<file path="src/rtl/imq_pkg.sv">
// ----------------------------------------------------------------------------
// Indexed max priority queue package
// Shared sizes, codes, state and command types for the heap controller and
// datapath.
// ----------------------------------------------------------------------------
package imq_pkg;

   localparam int CAPACITY = 256;
   localparam int KEY_BITS = 32;
   localparam int IDX_BITS = 8;
   localparam int POS_BITS = $clog2(CAPACITY);
   localparam int CNT_BITS = $clog2(CAPACITY + 1);
   localparam int OP_BITS = 2;
   localparam int STATUS_BITS = 3;
   localparam int REQ_KEY_BITS = 32;

   typedef enum logic [OP_BITS-1:0] {
      OP_INSERT  = 2'd0,
      OP_REMOVE  = 2'd1,
      OP_EXTRACT = 2'd2,
      OP_CHANGE  = 2'd3
   } op_type;

   typedef enum logic [STATUS_BITS-1:0] {
      STATUS_OK      = 3'd0,
      STATUS_PRESENT = 3'd1,
      STATUS_ABSENT  = 3'd2,
      STATUS_EMPTY   = 3'd3,
      STATUS_FULL    = 3'd4
   } status_type;

   typedef enum logic [4:0] {
      S_IDLE, S_INS, S_REM, S_EXT, S_EXT_B, S_CHG, S_CHG_B,
      S_TO_A, S_TO_B, S_TO_C, S_UP_A, S_UP_B, S_UP_C,
      S_DN_A, S_DN_B, S_DN_C, S_DN_D, S_FIN, S_DONE
   } state_type;

   typedef enum logic [4:0] {
      CMD_NONE, CMD_LATCH, CMD_ERR, CMD_INS, CMD_CHG_RD, CMD_CHG_WR,
      CMD_EX_RD, CMD_EX_TAKE, CMD_TO_A, CMD_TO_B, CMD_TO_C,
      CMD_UP_RD, CMD_UP_KEY, CMD_UP_SWAP, CMD_DN_RD, CMD_DN_B, CMD_DN_C,
      CMD_DN_SWAP, CMD_FIN, CMD_LOAD
   } cmd_op_type;

   typedef struct packed {
      cmd_op_type op;
      status_type err;
   } ctrl_cmd_type;

   typedef struct packed {
      logic inrange;
      logic here;
      logic cnt_zero;
      logic i_zero;
      logic key_gt;
      logic take_sift;
      logic last_gt;
      logic up_gt;
      logic dn_move;
   } dp_status_type;

endpackage

</file>
<file path="src/rtl/imq_ctrl.sv">
// ----------------------------------------------------------------------------
// Indexed max priority queue controller
// Sequences each request through the heap datapath and owns the handshakes.
// ----------------------------------------------------------------------------
module imq_ctrl (
   input  logic                      clock,
   input  logic                      reset,
   input  logic                      req_valid,
   output logic                      req_ready,
   input  logic [imq_pkg::OP_BITS-1:0] req_op,
   output logic                      rsp_valid,
   input  logic                      rsp_ready,
   input  imq_pkg::dp_status_type    st,
   output imq_pkg::ctrl_cmd_type     cmd
);
   import imq_pkg::*;

   state_type state_ff, state_in;
   logic      rsp_valid_ff, rsp_valid_in;

   always_ff @(posedge clock) begin
      if (reset) begin
         state_ff     <= S_IDLE;
         rsp_valid_ff <= 1'b0;
      end else begin
         state_ff     <= state_in;
         rsp_valid_ff <= rsp_valid_in;
      end
   end

   always_comb begin
      state_in  = state_ff;
      cmd.op    = CMD_NONE;
      cmd.err   = STATUS_OK;
      req_ready = 1'b0;
      rsp_valid_in = rsp_valid_ff && !rsp_ready;
      unique case (state_ff)
         S_IDLE: begin
            req_ready = 1'b1;
            if (req_valid) begin
               cmd.op = CMD_LATCH;
               case (op_type'(req_op))
                  OP_INSERT:  state_in = S_INS;
                  OP_REMOVE:  state_in = S_REM;
                  OP_EXTRACT: state_in = S_EXT;
                  default:    state_in = S_CHG;
               endcase
            end
         end
         S_INS: begin
            if (!st.inrange) begin
               cmd.op = CMD_ERR;
               cmd.err = STATUS_FULL;
               state_in = S_DONE;
            end else if (st.here) begin
               cmd.op = CMD_ERR;
               cmd.err = STATUS_PRESENT;
               state_in = S_DONE;
            end else begin
               cmd.op = CMD_INS;
               state_in = S_UP_A;
            end
         end
         S_REM: begin
            if (!st.inrange || !st.here) begin
               cmd.op = CMD_ERR;
               cmd.err = STATUS_ABSENT;
               state_in = S_DONE;
            end else begin
               state_in = S_TO_A;
            end
         end
         S_EXT: begin
            if (st.cnt_zero) begin
               cmd.op = CMD_ERR;
               cmd.err = STATUS_EMPTY;
               state_in = S_DONE;
            end else begin
               cmd.op = CMD_EX_RD;
               state_in = S_EXT_B;
            end
         end
         S_EXT_B: begin
            cmd.op = CMD_EX_TAKE;
            state_in = S_TO_A;
         end
         S_CHG: begin
            if (!st.inrange || !st.here) begin
               cmd.op = CMD_ERR;
               cmd.err = STATUS_ABSENT;
               state_in = S_DONE;
            end else begin
               cmd.op = CMD_CHG_RD;
               state_in = S_CHG_B;
            end
         end
         S_CHG_B: begin
            cmd.op = CMD_CHG_WR;
            state_in = st.key_gt ? S_UP_A : S_DN_A;
         end
         S_TO_A: begin
            cmd.op = CMD_TO_A;
            state_in = S_TO_B;
         end
         S_TO_B: begin
            cmd.op = CMD_TO_B;
            state_in = S_TO_C;
         end
         S_TO_C: begin
            cmd.op = CMD_TO_C;
            if (st.take_sift) begin
               state_in = st.last_gt ? S_UP_A : S_DN_A;
            end else begin
               state_in = S_FIN;
            end
         end
         S_UP_A: begin
            if (st.i_zero) begin
               state_in = S_FIN;
            end else begin
               cmd.op = CMD_UP_RD;
               state_in = S_UP_B;
            end
         end
         S_UP_B: begin
            cmd.op = CMD_UP_KEY;
            state_in = S_UP_C;
         end
         S_UP_C: begin
            if (st.up_gt) begin
               cmd.op = CMD_UP_SWAP;
               state_in = S_UP_A;
            end else begin
               state_in = S_FIN;
            end
         end
         S_DN_A: begin
            cmd.op = CMD_DN_RD;
            state_in = S_DN_B;
         end
         S_DN_B: begin
            cmd.op = CMD_DN_B;
            state_in = S_DN_C;
         end
         S_DN_C: begin
            cmd.op = CMD_DN_C;
            state_in = S_DN_D;
         end
         S_DN_D: begin
            if (st.dn_move) begin
               cmd.op = CMD_DN_SWAP;
               state_in = S_DN_A;
            end else begin
               state_in = S_FIN;
            end
         end
         S_FIN: begin
            cmd.op = CMD_FIN;
            state_in = S_DONE;
         end
         S_DONE: begin
            if (!rsp_valid_ff || rsp_ready) begin
               cmd.op = CMD_LOAD;
               rsp_valid_in = 1'b1;
               state_in = S_IDLE;
            end
         end
         default: state_in = S_IDLE;
      endcase
   end

   assign rsp_valid = rsp_valid_ff;

endmodule

</file>
<file path="config.mk">
export PLATFORM = sky130hd
export DESIGN_NAME = imq_ctrl
export DESIGN_NICKNAME = d
export VERILOG_FILES = /design/src/rtl/imq_pkg.sv /design/src/rtl/imq_ctrl.sv
export SDC_FILE = /design/constraint.sdc
export NUM_CORES = 1
export LEC_CHECK = 0
export BUFFER_PORTS_ARGS = -buffer_cell sky130_fd_sc_hd__buf_2
export CAP_MARGIN = 30
export CORE_MARGIN = 5
export CORE_UTILIZATION = 41
export DETAILED_ROUTE_END_ITERATION = 7
export PLACE_DENSITY = 0.67
export RECOVER_POWER = 25
export SLEW_MARGIN = 20
export SYNTH_ARGS = -nofsm -noshare
export SYNTH_HDL_FRONTEND = slang
export SYNTH_SLANG_ARGS = --single-unit
</file>
<file path="constraint.sdc">
create_clock -name clock -period 2 [get_ports clock]
set_clock_uncertainty 0.1 [all_clocks]
set_input_delay 0.4 -clock clock [delete_from_list [all_inputs] [get_ports clock]]
set_output_delay 0.4 -clock clock [all_outputs]
set_load 0.02 [all_outputs]
</file>
# After elaboration in Yosys (flattened, before gate mapping)

Cells that the tools add are included.

Eq/ne operators: 22
Muxes and demuxes: 33
Reduce and logical (&&, ||, !) cells: 10

Operators by type and width:

| kind                                                | number |
|---|---|
| one-hot mux 5 bit (19 select lines)                 | 2 |
| two-way mux 5 bit                                   | 14 |
| equality test 5 x 4 -> 1 bit, second input constant | 8 |
| equality test 5 x 3 -> 1 bit, second input constant | 4 |
| equality test 5 bit, second input constant          | 3 |
| two-way mux 3 bit                                   | 4 |
| two-way mux 4 bit                                   | 3 |
| one-hot mux 3 bit (4 select lines)                  | 1 |
| equality test 5 x 2 -> 1 bit, second input constant | 2 |
| one-hot mux 3 bit (3 select lines)                  | 1 |
| two-way mux 1 bit                                   | 6 |
| equality test 5 x 1 -> 1 bit, second input constant | 1 |
| zero test 5 bit                                     | 1 |
| zero test 1 bit                                     | 4 |
| two-way mux 2 bit                                   | 2 |
| inequality test 2 bit, second input constant        | 2 |
| equality test 2 x 1 -> 1 bit, second input constant | 1 |
| equality test 2 bit, second input constant          | 1 |
| zero test 2 bit                                     | 1 |
| logical OR 1 bit                                    | 2 |
| AND reduction 2 bit                                 | 1 |
| logical AND 1 bit                                   | 1 |

Register bits: 6
Bits of input ports: 15
Output and inout port bits: 10
Logic and storage cells: 67

# Logic depth before layout (Yosys ltp)

Gate-level depths: netlist (run 1).

Word-level depth: 4
Depth in mapped cells: 7
Gate-level depth less buffers: 6

# Worst setup path after synthesis (run 1)

No wires, ideal clock.

Kind: reg2out
Start point: register state_ff[0]
End point: output cmd[4] (netlist name)
Arrival time: 1.494 ns
Required time: 1.500 ns
Path slack: 0.006 ns
Stages on the path, launching flop included: 6
Buffers on the path: 1
Cells stage by stage: dfxtp_1 > buf_6 > and4bb_1 > a21o_1 > o21a_1 > or4_1

RTL lines:

| element                | RTL line       | source |
|---|---|---|
| from (decl)            | imq_ctrl.sv:18 | `state_type state_ff, state_in;` |
| from (signal assigned) | imq_ctrl.sv:26 | `state_ff <= state_in;` |
| to (decl)              | imq_ctrl.sv:14 | `output imq_pkg::ctrl_cmd_type cmd` |

==> results.txt, run 1 <==
CTS clk-pin slew, worst paths: 0.05 ns
Clock Path Buffers: 2
Crit path setup slack, layout: -0.2785 ns
Final ANT Viol Nets: 0
Avg Inst Size Synth: 7.338 um^2
Buf/Inv on CP: 2
Total number of vias: 1358
Crit Path Category: reg2out
CP peak stage delay: 0.52 ns
GRT Resource Usage Total: 0.2201
CP top delay family: simple AND/OR/NAND/NOR gates
Die Area: 0.003456 mm^2
CP Max Fanout: 6
Post-synth ARST share: 0
Maxcap violations: 0
Violated checks: setup timing
CP cell instances: nor2b_1 > buf_4 > nand4_1 > nand2_1 > or4_4 > buf_6
Largest net degree at the start of global routing: 16
Maximum VDD drop: 925.1 uV
Post-Synthesis Cell Area: 975.9 um^2
Worst path arrival time: 1.78 ns
Fin nets: 212
Crit end category: primary output
CTS root buf: clkbuf_4
Fillers: 167
Synthesized instance count: 133
Iteration count of the initial detailed-routing pass: 4
Placed cell count: 209
Primary FF master, synth: dfxtp_1
CTS Buf Count: 3
Final max-slew violation count: 0
Max Clk Rate: 0.4389 GHz
Starting density of the core: 0.4370
Final Non-Filler Cells: 221
Vias/cell: 6.145
DRC Markers: 0
Worst skew pair latency: 0.24 ns
Vias in the first global route: 1314
Syn_nets: 150
Cell Pwr Density: 1583 mW/mm^2
N_diodes: 0
First-pass GRT wire length: 5996 um
Yosys Warn Count: 0
RD Place Congestion: 0.9415
Commonest non-fill, non-tap cells in the layout: buf_4, buf_2, nand2_1
Wire per inst: 18.84 um
Number of synthesized flops with an enable pin: 0
DP HPWL: 2824 um
Status: complete, but fails checks
Leading area contributor after synthesis: dfxtp_1
Hold Path Class: in2reg
Hold buffers post-CTS: 0
LEAKAGE: 0.0006853 uW
Least-Margin Pin Slew: 0.5780 ns
Synth area leaders: dfxtp_1, buf_2, nand2_1
RSZ-0062 raised after global routing: yes
Initial DRC Count: 59
Core Area: 0.002233 mm^2
Port Buffers: 24
Final Hold Vio Count: 0
Htree depth: 1
I/O pin count: 25
Fin crit period: 2.279 ns
P&R area growth vs syn: 57.95%
Startpoint types: register
Slew margin rel.: 0.6098
Register bit total from synthesis: 6
Final period util: 1.139
Yosys cell types: 51
Worst EP required: 1.50 ns
Post-Route WL: 4163 um
Overflow after GRT: 0
Commonest non-fill, non-tap cell in the layout: buf_4
CTS tree: yes
Worst path slowest cell: or4_4
Final setup violation count: 9
Pre-CTS WS: -0.1208 ns
Row cnt: 17
Register area share after synthesis: 0.1231
Die width: 58.79 um
Layout cells sized above 1: 0.5078
Post-synth top area share: 0.1231
CTS Sinks: 6
Initial antenna violation count: 0
Chip height: 58.79 um
-- routing by layer --
layer / vias to the layer above / part of all wire / GRT usage
met4: 0 / 0.039 / 0.1133
met5: - / 0 / 0
li1: 626 / - / -
met1: 641 / 0.39 / 0.2731
met2: 74 / 0.49 / 0.3707
met3: 17 / 0.077 / 0.02412
-- report_power, final --
group          leakage (uW)  internal (uW)  switching, uW  total (uW)
logic              0.000619           1010           1060        2070
registers         0.0000520            180           76.7         257
clock network     0.0000138           68.1           46.0         114
-- logic make-up (layout without fill, tap and decap cells) --
kind of cell / Yosys count / after routing / share of synthesized area
compound gates: 41 / 41 / 0.3231
buf+inv: 17 / 77 / 0.09871
flops: 6 / 6 / 0.1231
simple gates: 62 / 62 / 0.3808
fa+ha+maj: 2 / 2 / 0.02564
mux: 2 / 2 / 0.02179
xor+xnor: 3 / 3 / 0.02693
-- metrics by stage --
stage               hold slack (ns)    util  power (uW)  setup TNS [ns]  instance area, um^2
finish                       0.3301  0.6902        2440          -1.306                 1541
global route                 0.3287  0.6902        2581          -2.011                 1541
CTS                          0.2969  0.6353        2140          -1.079                 1419
detailed placement           0.5198  0.5927        1885         -0.3302                 1324
global placement             0.4990  0.5927        1859         -0.2775                 1324
floorplan                    0.3679       -        1256               0                975.9
-- flip-flops by register name (all words and copies together), names as in the netlist --
name / flops
rsp_valid: 1
state_ff: 5
-- worst register-to-register path: stages, from the launching register on --
cell and delay [ns]:
dfxtp_4 0.36, buf_4 0.18, nor2_4 0.21, buf_4 0.15, nand4_1 0.12, buf_4 0.16, buf_4 0.12, o21a_1 0.12
a311oi_1 0.34
-- cell type report --
cell class,count,area [um^2],share of cell area
inverter,5,18.77,0.01218
tap,28,35.03,0.02273
clock buffer,3,22.52,0.01461
multi-input combinational,110,827.0,0.5365
timing repair buffer,69,504.2,0.3271
sequential,6,133.9,0.08685
-- cells in the mapped netlist, types with 5 or more instances --
cell type / instances
nor3_1: 5
nor2b_1: 6
dfxtp_1: 6
nor2_1: 8
buf_2: 8
nand2b_1: 6
nand3_1: 5
nand2_1: 10
-- path summary, 6_finish.rpt --
check	startpoint	depth (start not counted)	endpoint	slack, ns
min	reset	2	state_ff[1]	0.33
max reg2reg	state_ff[2]	8	state_ff[2]	0.02
min reg2reg	rsp_valid	3	rsp_valid	0.53
max	state_ff[1]	6	cmd[4]	-0.28
-- what timing repair did --
item,in CTS,in global routing
resized for setup,18,20
pin swaps,3,8
setup endpoints to repair,9,9
setup buffers,3,6
Note: power is estimated with default switching activity, not from simulation.
==> inputs of run 2 (changes only) <==
--- a/config.mk
+++ b/config.mk
@@ -7,6 +7,7 @@
 export LEC_CHECK = 0
 export BUFFER_PORTS_ARGS = -buffer_cell sky130_fd_sc_hd__buf_2
 export CAP_MARGIN = 30
+export CORE_ASPECT_RATIO = 1.1
 export CORE_MARGIN = 5
 export CORE_UTILIZATION = 41
 export DETAILED_ROUTE_END_ITERATION = 7
==> results.txt, run 2 (synthesis gave the netlist of run 1 again) <==
Violated checks: setup timing
Placed cell count: 211
Final max-slew violation count: 0
Setup TNS: -1.237 ns
CTS tree: yes
Reg-to-reg startpoint: state_ff[1]
Final setup violation count: 7
Wire per inst: 18.56 um
Max Clk Rate: 0.4258 GHz
P&R area growth vs syn: 77.44%
Initial antenna violation count: 0
Iteration count of the initial detailed-routing pass: 4
Slew margin rel.: 0.7271
RSZ-0062 raised after global routing: yes
Crit end category: primary output
Max FFs per register: 5
Buf/Inv on CP: 2
Total number of vias: 1388
Final period util: 1.174
Worst path arrival time: 1.85 ns
N_diodes: 0
Htree depth: 1
Vias in the first global route: 1270
Die Area: 0.003457 mm^2
Cell Pwr Density: 1636 mW/mm^2
Maxcap violations: 0
Commonest non-fill, non-tap cells in the layout: buf_4, buf_6, buf_2, nand2_1
Crit Path Category: reg2out
Worst EP required: 1.50 ns
Final ANT Viol Nets: 0
Hold Path Class: in2reg
Maximum VDD drop: 1231 uV
Final Hold Vio Count: 0
CTS clk-pin slew, worst paths: 0.04 ns
I/O pin count: 25
CP cell instances: buf_6 > xor2_1 > o211ai_1 > a21oi_1 > or4_4 > buf_6
Worst hold start: reset
Fin crit period: 2.348 ns
Layout cells sized above 1: 0.5594
Initial DRC Count: 104
Worst setup startpoint: state_ff[0]
CP top delay family: simple AND/OR/NAND/NOR gates
CTS Sinks: 6
Die width: 56.52 um
Fillers: 161
DRC Markers: 0
Commonest non-fill, non-tap cell in the layout: buf_4
Final Non-Filler Cells: 232
Starting density of the core: 0.4290
First-pass GRT wire length: 5927 um
Core Area: 0.002275 mm^2
CTS Buf Count: 3
Status: complete, but fails checks
Crit path setup slack, layout: -0.3484 ns
Row cnt: 18
Post-Route WL: 4307 um
Chip height: 61.17 um
Clock Path Buffers: 2
Overflow after GRT: 0
DP HPWL: 2727 um
RD Place Congestion: 0.8611
Worst path slowest cell: or4_4
CTS root buf: clkbuf_4
Most used cell, CP: buf_6
GRT Resource Usage Total: 0.2236
Worst skew pair latency: 0.25 ns
Largest net degree at the start of global routing: 16
Fin nets: 221
Startpoint types: register
Port Buffers: 24
CP peak stage delay: 0.51 ns
Least-Margin Pin Slew: 0.4062 ns
Vias/cell: 5.983
Most flop-heavy register: state_ff
CP Max Fanout: 7
LEAKAGE: 0.0007607 uW
Hold buffers post-CTS: 0
## run 2: cell count changes in the layout (fill, tap and decap cells not counted), sizes merged
cell    delta
buf       +10
clkbuf     -1
## run 2: routing by layer
layer  routed length (um)  share of wire  track usage  vias up
li1                     -              -            -      647
met1                 1678           0.39       0.2597      646
met3                  287          0.067      0.01887       18
met5                    0              0            0        -
met4                  161          0.037       0.1119        0
met2                 2180           0.51       0.4175       77
## run 2: stage by stage
step | cell area (um^2) | setup slack [ns] | utilization | power (uW) | hold WS [ns]
global route | 1732 | -0.4312 | 0.7613 | 3004 | 0.2933
detailed placement | 1326 | -0.1019 | 0.5831 | 1896 | 0.5337
floorplan | 975.9 | 0.005983 | - | 1256 | 0.3679
global placement | 1326 | -0.06923 | 0.5831 | 1892 | 0.5234
finish | 1732 | -0.3484 | 0.7613 | 2833 | 0.3013
CTS | 1563 | -0.2805 | 0.6870 | 2345 | 0.2936
## run 2: path summary, 6_finish.rpt
check / end / slack (ns) / depth (start not counted)
worst min register to register: rsp_valid / 0.54 / 3
worst max-delay path: cmd[4] / -0.35 / 6
worst max register to register: state_ff[1] / 0.05 / 7
worst min-delay path: state_ff[4] / 0.30 / 2
## run 2: cell type report
class / instances / area, um^2 / share of cell area
Clock buffer: 3 / 22.52 / 0.01301
Timing Repair Buffer: 78 / 638.1 / 0.3685
Inverter: 5 / 18.77 / 0.01084
Sequential cell: 6 / 133.9 / 0.07731
Multi-Input combinational cell: 110 / 880.8 / 0.5087
Tap cell: 30 / 37.54 / 0.02168
## run 2: power by group
part	leakage (uW)	internal [uW]	switching, uW
registers	0.0000520	180	84.1
clock network	0.0000138	68.0	45.9
logic	0.000695	1300	1160
total	0.000761	1550	1290
## run 2: timing repair
action / in CTS / in global routing
endpoints found under the setup margin: 9 / 10
pin swaps: 7 / 13
resized for setup: 37 / 29
gates cloned: 0 / 0
buffers inserted: 10 / 8
